[src/hw/rtl/pcx_rle_pkg.sv]
// ----------------------------------------------------------------------------
// PCX run-length rectangle decoder package
// Shared types and constants for the decoder's controller, datapath and
// register block.
// ----------------------------------------------------------------------------
package pcx_rle_pkg;

  localparam logic [7:0] RUN_MASK    = 8'hC0;
  localparam logic [7:0] COUNT_MASK  = 8'h3F;
  localparam int         CountWidth  = 6;
  localparam int         PixelsWidth = 16;
  localparam int         PosWidth    = 9;
  localparam int         PaddrWidth  = 3;

  localparam logic REG_ORIGIN_COLUMN = 1'b0;
  localparam logic REG_ORIGIN_ROW    = 1'b1;

  typedef enum logic [2:0] {
    ST_WIDTH,
    ST_HEIGHT,
    ST_CODE,
    ST_VALUE,
    ST_EMIT,
    ST_IDLE
  } ctrl_state_e;

  typedef struct packed {
    logic ld_width;
    logic ld_height;
    logic ld_count;
    logic step_in;
    logic step_lit;
    logic step_work;
  } dp_cmd_t;

  typedef struct packed {
    logic work_done;
    logic image_end;
  } dp_status_t;

  typedef struct packed {
    logic [7:0] origin_column;
    logic [7:0] origin_row;
  } cfg_t;

endpackage

[src/hw/rtl/pcx_in_if.sv]
// ----------------------------------------------------------------------------
// PCX decoder input channel
// Valid/ready channel that carries one encoded stream byte per word.
// ----------------------------------------------------------------------------
interface pcx_in_if;
  logic       valid;
  logic       ready;
  logic [7:0] data_byte;
  logic       image_start;

  modport source (output valid, output data_byte, output image_start, input ready);
  modport sink (input valid, input data_byte, input image_start, output ready);
endinterface

[src/hw/rtl/pcx_out_if.sv]
// ----------------------------------------------------------------------------
// PCX decoder output channel
// Valid/ready channel that carries one screen write per word.
// ----------------------------------------------------------------------------
interface pcx_out_if;
  logic       valid;
  logic       ready;
  logic [8:0] screen_row;
  logic [8:0] screen_column;
  logic [7:0] pixel_byte;
  logic       last_of_run;
  logic       image_done;

  modport source (
    output valid, output screen_row, output screen_column, output pixel_byte,
    output last_of_run, output image_done, input ready
  );
  modport sink (
    input valid, input screen_row, input screen_column, input pixel_byte,
    input last_of_run, input image_done, output ready
  );
endinterface

[src/hw/rtl/pcx_rle_cfg_regs.sv]
// ----------------------------------------------------------------------------
// PCX decoder register block
// APB-style access to the origin column and origin row registers.
// ----------------------------------------------------------------------------
module pcx_rle_cfg_regs
  import pcx_rle_pkg::*;
(
  input  logic                  clk_i,
  input  logic                  rst_ni,
  input  logic                  psel,
  input  logic                  penable,
  input  logic                  pwrite,
  input  logic [PaddrWidth-1:0] paddr,
  input  logic [31:0]           pwdata,
  output logic [31:0]           prdata,
  output logic                  pready,
  output cfg_t                  cfg_o
);

  logic [7:0] origin_column_q;
  logic [7:0] origin_row_q;
  logic       wr_en;
  logic       reg_sel;

  assign pready  = 1'b1;
  assign wr_en   = psel & penable & pwrite;
  assign reg_sel = paddr[2];

  always_ff @(posedge clk_i or negedge rst_ni) begin
    if (!rst_ni) begin
      origin_column_q <= 8'd0;
      origin_row_q    <= 8'd0;
    end else if (wr_en) begin
      unique case (reg_sel)
        REG_ORIGIN_COLUMN: origin_column_q <= pwdata[7:0];
        REG_ORIGIN_ROW:    origin_row_q    <= pwdata[7:0];
        default:           origin_row_q    <= origin_row_q;
      endcase
    end
  end

  always_comb begin
    unique case (reg_sel)
      REG_ORIGIN_COLUMN: prdata = {24'd0, origin_column_q};
      REG_ORIGIN_ROW:    prdata = {24'd0, origin_row_q};
      default:           prdata = 32'd0;
    endcase
  end

  assign cfg_o.origin_column = origin_column_q;
  assign cfg_o.origin_row    = origin_row_q;

endmodule

[src/hw/rtl/pcx_rle_ctrl.sv]
// ----------------------------------------------------------------------------
// PCX decoder controller
// Tracks the stream phase and issues load and emit commands to the datapath.
// ----------------------------------------------------------------------------
module pcx_rle_ctrl
  import pcx_rle_pkg::*;
(
  input  logic       clk_i,
  input  logic       rst_ni,
  input  logic       in_valid_i,
  input  logic       image_start_i,
  input  logic [1:0] code_top_i,
  output logic       in_ready_o,
  input  dp_status_t status_i,
  output dp_cmd_t    cmd_o
);

  ctrl_state_e state_q;
  ctrl_state_e state_d;
  ctrl_state_e eff_state;
  logic        accept;
  logic        is_run;
  ctrl_state_e after_emit;

  assign in_ready_o = (state_q != ST_EMIT);
  assign accept     = in_valid_i & in_ready_o;
  assign is_run     = (code_top_i == RUN_MASK[7:6]);
  assign eff_state  = image_start_i ? ST_WIDTH : state_q;
  assign after_emit = status_i.image_end ? ST_IDLE : ST_CODE;

  always_ff @(posedge clk_i or negedge rst_ni) begin
    if (!rst_ni) begin
      state_q <= ST_WIDTH;
    end else begin
      state_q <= state_d;
    end
  end

  always_comb begin
    state_d = state_q;
    cmd_o   = '0;
    if (state_q == ST_EMIT) begin
      cmd_o.step_work = 1'b1;
      if (status_i.work_done) begin
        state_d = after_emit;
      end
    end else if (accept) begin
      unique case (eff_state)
        ST_WIDTH: begin
          cmd_o.ld_width = 1'b1;
          state_d        = ST_HEIGHT;
        end
        ST_HEIGHT: begin
          cmd_o.ld_height = 1'b1;
          state_d         = ST_CODE;
        end
        ST_CODE: begin
          if (is_run) begin
            cmd_o.ld_count = 1'b1;
            state_d        = ST_VALUE;
          end else begin
            cmd_o.step_in  = 1'b1;
            cmd_o.step_lit = 1'b1;
            state_d        = status_i.work_done ? after_emit : ST_EMIT;
          end
        end
        ST_VALUE: begin
          cmd_o.step_in = 1'b1;
          state_d       = status_i.work_done ? after_emit : ST_EMIT;
        end
        default: begin
          state_d = ST_IDLE;
        end
      endcase
    end
  end

  idle_holds: assert property (@(posedge clk_i) disable iff (!rst_ni)
    (state_q == ST_IDLE && !(in_valid_i && image_start_i)) |=> state_q == ST_IDLE)
    else $error("decoder left the idle phase without an image start mark");

endmodule

[src/hw/rtl/pcx_rle_dpath.sv]
// ----------------------------------------------------------------------------
// PCX decoder datapath
// Holds the image geometry, pixel count, write position and pending run, and
// drives the registered output word.
// ----------------------------------------------------------------------------
module pcx_rle_dpath
  import pcx_rle_pkg::*;
(
  input  logic                clk_i,
  input  logic                rst_ni,
  input  cfg_t                cfg_i,
  input  dp_cmd_t             cmd_i,
  output dp_status_t          status_o,
  input  logic [7:0]          data_byte_i,
  output logic                out_valid_o,
  input  logic                out_ready_i,
  output logic [PosWidth-1:0] screen_row_o,
  output logic [PosWidth-1:0] screen_column_o,
  output logic [7:0]          pixel_byte_o,
  output logic                last_of_run_o,
  output logic                image_done_o
);

  logic [7:0]             width_q;
  logic [PixelsWidth-1:0] pixels_q;
  logic [PixelsWidth-1:0] pixels_after;
  logic [PosWidth-1:0]    col_q;
  logic [PosWidth-1:0]    row_q;
  logic [CountWidth-1:0]  cnt_q;
  logic [CountWidth-1:0]  src_cnt;
  logic [CountWidth-1:0]  cnt_after;
  logic [7:0]             val_q;
  logic [7:0]             src_val;
  logic                   active;
  logic                   slot_free;
  logic                   fire;
  logic [PosWidth-1:0]    col_inc;
  logic [PosWidth:0]      edge_col;
  logic                   wrap;
  logic                   out_valid_q;
  logic [PosWidth-1:0]    out_row_q;
  logic [PosWidth-1:0]    out_col_q;
  logic [7:0]             out_byte_q;
  logic                   out_last_q;
  logic                   out_done_q;

  assign active    = cmd_i.step_in | cmd_i.step_work;
  assign src_val   = cmd_i.step_work ? val_q : data_byte_i;
  assign src_cnt   = cmd_i.step_lit ? CountWidth'(1) : cnt_q;
  assign slot_free = ~out_valid_q | out_ready_i;
  assign fire      = active & (src_cnt != '0) & (pixels_q != '0) & slot_free;
  assign cnt_after    = src_cnt - CountWidth'(fire);
  assign pixels_after = pixels_q - PixelsWidth'(fire);

  assign status_o.work_done = (cnt_after == '0) | (pixels_after == '0);
  assign status_o.image_end = (pixels_after == '0);

  assign col_inc  = col_q + PosWidth'(1);
  assign edge_col = (PosWidth+1)'(cfg_i.origin_column) + (PosWidth+1)'(width_q);
  assign wrap     = ({1'b0, col_inc} >= edge_col);

  always_ff @(posedge clk_i or negedge rst_ni) begin
    if (!rst_ni) begin
      width_q  <= 8'd0;
      pixels_q <= '0;
      col_q    <= '0;
      row_q    <= '0;
      cnt_q    <= '0;
    end else begin
      if (cmd_i.ld_width) begin
        width_q <= data_byte_i;
      end
      if (cmd_i.ld_height) begin
        pixels_q <= PixelsWidth'(width_q) * PixelsWidth'(data_byte_i);
        col_q    <= PosWidth'(cfg_i.origin_column);
        row_q    <= PosWidth'(cfg_i.origin_row);
      end else if (fire) begin
        pixels_q <= pixels_after;
        if (wrap) begin
          col_q <= PosWidth'(cfg_i.origin_column);
          row_q <= row_q + PosWidth'(1);
        end else begin
          col_q <= col_inc;
        end
      end
      if (cmd_i.ld_count) begin
        cnt_q <= data_byte_i[CountWidth-1:0] & COUNT_MASK[CountWidth-1:0];
      end else if (active) begin
        cnt_q <= cnt_after;
      end
    end
  end

  always_ff @(posedge clk_i) begin
    if (active) begin
      val_q <= src_val;
    end
    if (fire) begin
      out_row_q  <= row_q;
      out_col_q  <= col_q;
      out_byte_q <= src_val;
      out_last_q <= status_o.work_done;
      out_done_q <= status_o.image_end;
    end
  end

  always_ff @(posedge clk_i or negedge rst_ni) begin
    if (!rst_ni) begin
      out_valid_q <= 1'b0;
    end else begin
      out_valid_q <= fire | (out_valid_q & ~out_ready_i);
    end
  end

  assign out_valid_o     = out_valid_q;
  assign screen_row_o    = out_row_q;
  assign screen_column_o = out_col_q;
  assign pixel_byte_o    = out_byte_q;
  assign last_of_run_o   = out_last_q;
  assign image_done_o    = out_done_q;

  done_ends_run: assert property (@(posedge clk_i) disable iff (!rst_ni)
    (out_valid_q && out_done_q) |-> out_last_q)
    else $error("image completion word not marked as the end of its run");

  no_write_past_end: assert property (@(posedge clk_i) disable iff (!rst_ni)
    (pixels_q == '0) |-> !fire)
    else $error("screen write issued after the image was complete");

  count_only_drops: assert property (@(posedge clk_i) disable iff (!rst_ni)
    !cmd_i.ld_height |=> pixels_q <= $past(pixels_q))
    else $error("pixel count grew without a new image header");

endmodule

[src/hw/rtl/pcx_rle_rect_decoder_top.sv]
// ----------------------------------------------------------------------------
// PCX run-length rectangle decoder
// Decodes a PCX run-length image stream into row/column screen writes that
// fill a rectangle at a programmable origin.
//
//   Channel | Dir | Handshake              | Word
//   in_i    | in  | valid/ready            | data_byte, image_start
//   out_o   | out | valid/ready            | screen_row, screen_column,
//           |     |                        | pixel_byte, last_of_run, image_done
//   apb     | in  | psel/penable, pready=1 | origin_column (0x0), origin_row (0x4)
//
// A header byte, a run code, a literal pixel or a run of zero is taken at once.
// A run value byte is taken at once, with its first write if the output is free;
// the input then holds for the rest of the run, up to 63 writes in all, paced by the single output register.
// A literal is absorbed while the previous word still waits at the output.
// Reset clears the phase, counters and origin registers; there is no sweep.
// Output backpressure stalls the write sequencer without losing words.
// ----------------------------------------------------------------------------
module pcx_rle_rect_decoder_top
  import pcx_rle_pkg::*;
(
  input  logic                  clk_i,
  input  logic                  rst_ni,
  input  logic                  psel,
  input  logic                  penable,
  input  logic                  pwrite,
  input  logic [PaddrWidth-1:0] paddr,
  input  logic [31:0]           pwdata,
  output logic [31:0]           prdata,
  output logic                  pready,
  pcx_in_if.sink                in_i,
  pcx_out_if.source             out_o
);

  cfg_t       cfg;
  dp_cmd_t    cmd;
  dp_status_t status;

  pcx_rle_cfg_regs u_cfg_regs (
    .clk_i   (clk_i),
    .rst_ni  (rst_ni),
    .psel    (psel),
    .penable (penable),
    .pwrite  (pwrite),
    .paddr   (paddr),
    .pwdata  (pwdata),
    .prdata  (prdata),
    .pready  (pready),
    .cfg_o   (cfg)
  );

  pcx_rle_ctrl u_ctrl (
    .clk_i         (clk_i),
    .rst_ni        (rst_ni),
    .in_valid_i    (in_i.valid),
    .image_start_i (in_i.image_start),
    .code_top_i    (in_i.data_byte[7:6]),
    .in_ready_o    (in_i.ready),
    .status_i      (status),
    .cmd_o         (cmd)
  );

  pcx_rle_dpath u_dpath (
    .clk_i           (clk_i),
    .rst_ni          (rst_ni),
    .cfg_i           (cfg),
    .cmd_i           (cmd),
    .status_o        (status),
    .data_byte_i     (in_i.data_byte),
    .out_valid_o     (out_o.valid),
    .out_ready_i     (out_o.ready),
    .screen_row_o    (out_o.screen_row),
    .screen_column_o (out_o.screen_column),
    .pixel_byte_o    (out_o.pixel_byte),
    .last_of_run_o   (out_o.last_of_run),
    .image_done_o    (out_o.image_done)
  );

endmodule
[src/flat_wrapper.sv]
// flat-port wrapper written by rule: the top's interface ports become plain ports
module pcx_rle_rect_decoder_top_flat import pcx_rle_pkg::*;
  (clk_i, rst_ni, psel, penable, pwrite, paddr, pwdata, prdata, pready, in_i_valid, in_i_data_byte, in_i_image_start, in_i_ready, out_o_valid, out_o_screen_row, out_o_screen_column, out_o_pixel_byte, out_o_last_of_run, out_o_image_done, out_o_ready);
  pcx_in_if in_i_i ();
  pcx_out_if out_o_i ();
  input  logic clk_i;
  input  logic rst_ni;
  input  logic psel;
  input  logic penable;
  input  logic pwrite;
  input  logic [PaddrWidth-1:0] paddr;
  input  logic [31:0] pwdata;
  output logic [31:0] prdata;
  output logic pready;
  input wire logic [$bits(in_i_i.valid)-1:0] in_i_valid;
  input wire logic [$bits(in_i_i.data_byte)-1:0] in_i_data_byte;
  input wire logic [$bits(in_i_i.image_start)-1:0] in_i_image_start;
  output wire logic [$bits(in_i_i.ready)-1:0] in_i_ready;
  output wire logic [$bits(out_o_i.valid)-1:0] out_o_valid;
  output wire logic [$bits(out_o_i.screen_row)-1:0] out_o_screen_row;
  output wire logic [$bits(out_o_i.screen_column)-1:0] out_o_screen_column;
  output wire logic [$bits(out_o_i.pixel_byte)-1:0] out_o_pixel_byte;
  output wire logic [$bits(out_o_i.last_of_run)-1:0] out_o_last_of_run;
  output wire logic [$bits(out_o_i.image_done)-1:0] out_o_image_done;
  input wire logic [$bits(out_o_i.ready)-1:0] out_o_ready;
  assign in_i_i.valid = in_i_valid;
  assign in_i_i.data_byte = in_i_data_byte;
  assign in_i_i.image_start = in_i_image_start;
  assign in_i_ready = in_i_i.ready;
  assign out_o_valid = out_o_i.valid;
  assign out_o_screen_row = out_o_i.screen_row;
  assign out_o_screen_column = out_o_i.screen_column;
  assign out_o_pixel_byte = out_o_i.pixel_byte;
  assign out_o_last_of_run = out_o_i.last_of_run;
  assign out_o_image_done = out_o_i.image_done;
  assign out_o_i.ready = out_o_ready;
  pcx_rle_rect_decoder_top u_core (.clk_i(clk_i), .rst_ni(rst_ni), .psel(psel), .penable(penable), .pwrite(pwrite), .paddr(paddr), .pwdata(pwdata), .prdata(prdata), .pready(pready), .in_i(in_i_i), .out_o(out_o_i));
endmodule
[config.mk]
export PLATFORM = sky130hd
export DESIGN_NAME = pcx_rle_rect_decoder_top_flat
export DESIGN_NICKNAME = d
export VERILOG_FILES = /design/src/hw/rtl/pcx_rle_pkg.sv /design/src/hw/rtl/pcx_in_if.sv /design/src/hw/rtl/pcx_out_if.sv /design/src/hw/rtl/pcx_rle_cfg_regs.sv /design/src/hw/rtl/pcx_rle_ctrl.sv /design/src/hw/rtl/pcx_rle_dpath.sv /design/src/hw/rtl/pcx_rle_rect_decoder_top.sv /design/src/flat_wrapper.sv
export SDC_FILE = /design/constraint.sdc
export NUM_CORES = 1
export LEC_CHECK = 0
export ABC_AREA = 1
export BUFFER_PORTS_ARGS = -buffer_cell sky130_fd_sc_hd__buf_2
export CORE_AREA = 3 3 120 122
export DETAILED_ROUTE_END_ITERATION = 8
export DIE_AREA = 0 0 123 125
export PLACE_DENSITY = 0.87
export SYNTH_ARGS = -nofsm -noshare
export SYNTH_HDL_FRONTEND = slang
export SYNTH_HIERARCHICAL = 1
export SYNTH_SLANG_ARGS = --single-unit
[constraint.sdc]
create_clock -name clk_i -period 11.1 [get_ports clk_i]
set_input_delay 0.555 -clock clk_i [delete_from_list [all_inputs] [get_ports clk_i]]
set_output_delay 0.555 -clock clk_i [all_outputs]
set_load 0.02 [all_outputs]
**Word-level counts from Yosys, hierarchy flattened**

Cells that the tools add are included.
W data, S select, Z words.

- Output and inout port bits: 63
- Bits in registers: 104
- Word-level logic and storage cells: 87

- Eq/ne operators: 7
- Add/sub/neg operators: 5
- Reduce and logical (&&, ||, !) cells: 13
- Magnitude comparators: 1
- $mul: 1
- Bitwise logic cells: 14
- Multiplexer cells: 31

Operator list:

| kind | count |
|---|---|
| $pmux W32 S2 | 1 |
| $mux W9 | 6 |
| $mux W16 | 2 |
| $mux W3 | 7 |
| $add A9 B1 Y9 const B | 2 |
| $mux W6 | 3 |
| $logic_not A16 Y1 | 1 |
| $mul A8 B8 Y16 | 1 |
| $reduce_bool A16 Y1 | 1 |
| $sub A16 B1 Y16 | 1 |
| $pmux W3 S4 | 1 |
| $mux W5 | 2 |
| $add A8 B8 Y9 | 1 |
| $ge A9 B9 Y1 | 1 |
| $mux W8 | 1 |
| $reduce_and A2 Y1 | 4 |
| $reduce_bool A2 Y1 | 4 |
| $and A1 B1 Y1 | 7 |
| $eq A3 B2 Y1 const B | 2 |
| $logic_not A6 Y1 | 1 |
| $mux W1 | 6 |
| $reduce_bool A6 Y1 | 1 |
| $sub A6 B1 Y6 | 1 |
| $or A1 B1 Y1 | 4 |
| other kinds (9) | 11 |

**Logic depth before layout (Yosys ltp)**

- Word-level depth: 18
- Mapped depth: 29

**Cells and area by module**

Netlist, hierarchy kept.

By module, submodules not included:

| module | seq. area each (um^2) | times used | area each (um^2) | cells each |
|---|---|---|---|---|
| pcx_rle_dpath | 2307.2 | 1 | 7268.2 | 949 |
| pcx_rle_cfg_regs | 400.4 | 1 | 949.7 | 125 |
| pcx_rle_ctrl | 75.1 | 1 | 296.5 | 47 |

**Worst setup path before layout**

OpenSTA, ideal clock, no wires.

- Path type: input-to-reg
- From: input port in_i_data_byte[7]
- To: register u_core.u_dpath.pixels_q[13]
- Cell stages on the path: 17
- Buffers on the path: 1
- Setup time: 0.117 ns
- Arrival: 4.066 ns
- Setup slack: 6.917 ns
- Cells stage by stage: clkbuf_1 nand2_1 fa_1 fa_1 inv_1 fa_1 inv_1 fa_1 inv_1 ha_1 nand2_1 o21bai_1 nand2_1 nand4_1 nand3_1 nand2_1 nand2_1

- Cells in the longest elaborated chain, start to end: 13
- Elaborated cells on any way between the ends: 17

Ends and longest elaborated chain:

| item | RTL line | text |
|---|---|---|
| start, declared | flat_wrapper.sv:16 | `input wire logic [$bits(in_i_i.data_byte)-1:0] in_i_data_byte;` |
| $eq A2 B2 Y1 | pcx_rle_ctrl.sv:27 | `assign is_run = (code_top_i == RUN_MASK[7:6]);` |
| $mux W2 | pcx_rle_ctrl.sv:58 | `if (is_run) begin` |
| $mux W1 | pcx_rle_ctrl.sv:48 | `unique case (eff_state)` |
| $mux W5 | pcx_rle_ctrl.sv:47 | `end else if (accept) begin` |
| $mux W5 | pcx_rle_ctrl.sv:42 | `if (state_q == ST_EMIT) begin` |
| $mux W6 | pcx_rle_dpath.sv:49 | `assign src_cnt = cmd_i.step_lit ? CountWidth'(1) : cnt_q;` |
| $reduce_bool A6 Y1 | pcx_rle_dpath.sv:51 | `assign fire = active & (src_cnt != '0) & (pixels_q != '0) & slot_free;` |
| $and A1 B1 Y1 (3 in series) | pcx_rle_dpath.sv:51 |  |
| $sub A16 B1 Y16 | pcx_rle_dpath.sv:53 | `assign pixels_after = pixels_q - PixelsWidth'(fire);` |
| $mux W16 | pcx_rle_dpath.sv:77 | `end else if (fire) begin` |
| $mux W16 | pcx_rle_dpath.sv:73 | `if (cmd_i.ld_height) begin` |
| end signal, assigned | pcx_rle_dpath.sv:74 | `pixels_q <= PixelsWidth'(width_q) * PixelsWidth'(data_byte_i);` |
| end signal, assigned | pcx_rle_dpath.sv:78 | `pixels_q <= pixels_after;` |
| end, declared | pcx_rle_dpath.sv:25 | `logic [PixelsWidth-1:0] pixels_q;` |

Parallel ways exist; a longest one is shown, timed or not. The select of a mux whose other input is x is not followed.
A chain may end at the register's enable or synchronous reset.

==> reports/metrics.cfg <==
[status]
status = completed

[synthesis]
synth_fa_ha_area_share_pct = 17.4
synth_simple_gate_area_share_pct = 27.3
syn_avg_cell_area_um2 = 7.60
synth_compound_area_share_pct = 6.33
ys_ff_latch = 104
synth_top_family_by_area = simple AND/OR/NAND/NOR gates
ys_warn_count = 6
synth_cell_type_count = 46
syn_area_um2 = 8510
synth.yosys.seq_area_share_pct = 32.7
syn_inst = 1121
synth-xor-area-share_pct = 2.78
synthMuxAreaShare_pct = 0.705

[global_routing]
grt_use_total_pct = 26.7
grt_pass1_wl_um = 33100
grt_max_degree = 69
grt-ovfl-total = 0
grt_pass1_vias = 7071
grt_antenna_before_repair = 0

[detailed_routing]
vias = 7419
vias_per_cell = 5.52
ant_nets = 0
drc = 0
wl_um = 19900
drt-initial-drc-count = 934
routedWlPerCell_um = 14.8
first_pass_iters = 6

[critical_path]
crit_start = u_core/u_ctrl/state_q[2]
critical_path_class = register to register
crit_path_max_fanout = 5
critPathCapture = u_core/u_ctrl/state_q[1]
ff2ff_path_depth = 26
arrival_ns = 4.67
worstPathRequired_ns = 11.33
start_kind = register
crit_slowest_cell = dfrtp_1
path_delay_family = simple AND/OR/NAND/NOR gates
slowest_delay_ns = 0.45
worst-path-stages = 26
cp_num_buf_inv = 3
r2r_end = u_core/u_ctrl/state_q[1]
reg2reg_setup_slack_ns = 6.66
crit_top_cell = nand2_1
critPathCaptureType = register
r2r-start = u_core/u_ctrl/state_q[2]

[sta]
slew_violations = 0
clock.fmax_mhz = 225
setup_viol = 0
hold_viol_final = 0
min_period_over_period_pct = 40.0
rsz0062_at_grt = no
clock_skew_ns = 0.00997
min_period_ns = 4.44
fin_setup_tns_ns = 0
slew_headroom_pct = 34.1
worstMarginPinSlew_ns = 0.984

[clock_network]
cts_resized = 0
htreeDepth = 3
cts_sinks = 104
cts-root-buf = clkbuf_16
cts_tree = built
clk_latency_ns = 0.35
cts_setup_buffers = 0
clockBufferDepth = 2
hold_buffers = 0
numCtsBuffers = 9
cts.clk_slew.worst_paths_ns = 0.08

[worst_hold_path]
hold_path_class = input port to asynchronous set/reset pin

[die]
fp.dieW_um = 123
pin_count = 114
initial_core_util_pct = 64.0
die_h_um = 125
row_count = 42
die-area_um2 = 15400
core_region_area_um2 = 13300

[placement]
gp_congestion = 1.00
hpwl_um = 14300
io_buffers = 62

[cells_and_area]
fin_nets = 1308
drive_gt1_share_pct = 9.26
fillCellCount = 1048
most-common-layout-cells = 337 x nand2_1, 181 x inv_1, 84 x nor2_1
area_delta_synth_final_pct = 6.94
layout_commonest_cell = nand2_1

[job]
max-cap-violations = 0

==> how the worst min path moves through the flow <==
| stage | from | end | slack (ns) | cells after the start |
|---|---|---|---|---|
| floorplan | rst_ni | u_core/u_cfg_regs/origin_column_q[0] | 0.26 | 0 |
| global placement | u_core/u_dpath/row_q[4] | u_core/u_dpath/screen_row_o[4] | 0.46 | 0 |
| detailed placement | u_core/u_dpath/row_q[4] | u_core/u_dpath/screen_row_o[4] | 0.47 | 0 |
| CTS | rst_ni | u_core/u_dpath/pixels_q[12] | 0.42 | 2 |
| global route | rst_ni | u_core/u_dpath/pixels_q[13] | 0.45 | 2 |
| finish | rst_ni | u_core/u_dpath/pixels_q[12] | 0.38 | 2 |
==> synth_stat cells, drive strengths merged <==
library cell / number / area share (%)
clkbuf: 22 / 0.97
xnor2: 10 / 1.0
and3: 1 / 0.074
nand3: 86 / 5.3
a21oi: 34 / 2.0
o211ai: 6 / 0.65
conb: 2 / 0.088
nor4: 1 / 0.074
nand4: 12 / 0.96
nor2: 87 / 4.0
and2: 1 / 0.074
fa: 37 / 8.7
a211oi: 2 / 0.32
clkinv: 1 / 0.059
o221ai: 4 / 0.41
nand2: 343 / 15
inv: 186 / 8.3
nand3b: 9 / 0.79
o21ai: 38 / 2.4
dfrtp: 68 / 20
buf: 37 / 3.4
mux2i: 6 / 0.71
edfxtp: 36 / 13
o21bai: 4 / 0.35
xor2: 17 / 1.7
nor3: 10 / 0.59
ha: 59 / 8.7
a21o: 1 / 0.088
o311ai: 1 / 0.10
==> routing by layer <==
| metal | vias to the layer above | routed length (um) | track usage, % |
|---|---|---|---|
| li1 | 3543 | - | - |
| met2 | 349 | 9540 | 42.7 |
| met1 | 3470 | 8120 | 35.8 |
| met4 | 0 | 850 | 14.7 |
| met5 | - | 0 | 0 |
| met3 | 57 | 1400 | 2.53 |
==> logic make-up (layout without fill, tap and decap cells) <==
group	count (synthesis)	in the layout
xor+xnor	27	27
fa+ha+maj	96	96
mux	6	6
compound gates	90	90
simple gates	550	550
flops	104	104
buf+inv	246	268
other cells	2	26
==> registers in the layout, indices dropped and copies added, names as in the netlist <==
register / flops
u_core/u_dpath/row_q: 9
u_core/u_dpath/pixel_byte_o: 8
u_core/u_cfg_regs/origin_row_q: 8
u_core/u_dpath/col_q: 9
u_core/u_dpath/image_done_o: 1
u_core/u_dpath/cnt_q: 6
u_core/u_ctrl/state_q: 3
u_core/u_dpath/pixels_q: 16
u_core/u_dpath/out_valid_o: 1
u_core/u_dpath/last_of_run_o: 1
u_core/u_cfg_regs/origin_column_q: 8
u_core/u_dpath/val_q: 8
u_core/u_dpath/screen_column_o: 9
u_core/u_dpath/screen_row_o: 9
u_core/u_dpath/width_q: 8
==> through the flow <==
stage          util (%)  instance area (um^2)  std cells  hold slack (ns)  setup slack (ns)
6_report           68.5                  9100       1343            0.381              6.66
5_1_grt            68.5                  9100       1342            0.446              6.29
4_1_cts            68.5                  9100       1342            0.425              6.78
3_5_place_dp       66.1                  8780       1326            0.469              6.65
3_3_place_gp       66.1                  8780       1326            0.463              6.72
2_1_floorplan         -                  8600       1144            0.259              6.92
==> area by class of cell <==
| class | instances | area, um^2 | share of cell area [%] |
|---|---|---|---|
| Inverter | 187 | 713 | 7.83 |
| Tap cell | 176 | 220 | 2.42 |
| Clock buffer | 10 | 250 | 2.75 |
| Sequential cell | 104 | 2780 | 30.6 |
| Clock inverter | 6 | 67.6 | 0.742 |
| Multi-Input combinational cell | 794 | 4740 | 52.0 |
| Antenna cell | 1 | 2.50 | 0.0275 |
| Timing Repair Buffer | 65 | 333 | 3.66 |
Power is left out: the tool's default activity adds up to more than one toggle a clock period on the data nets, which glitch-free logic cannot reach.
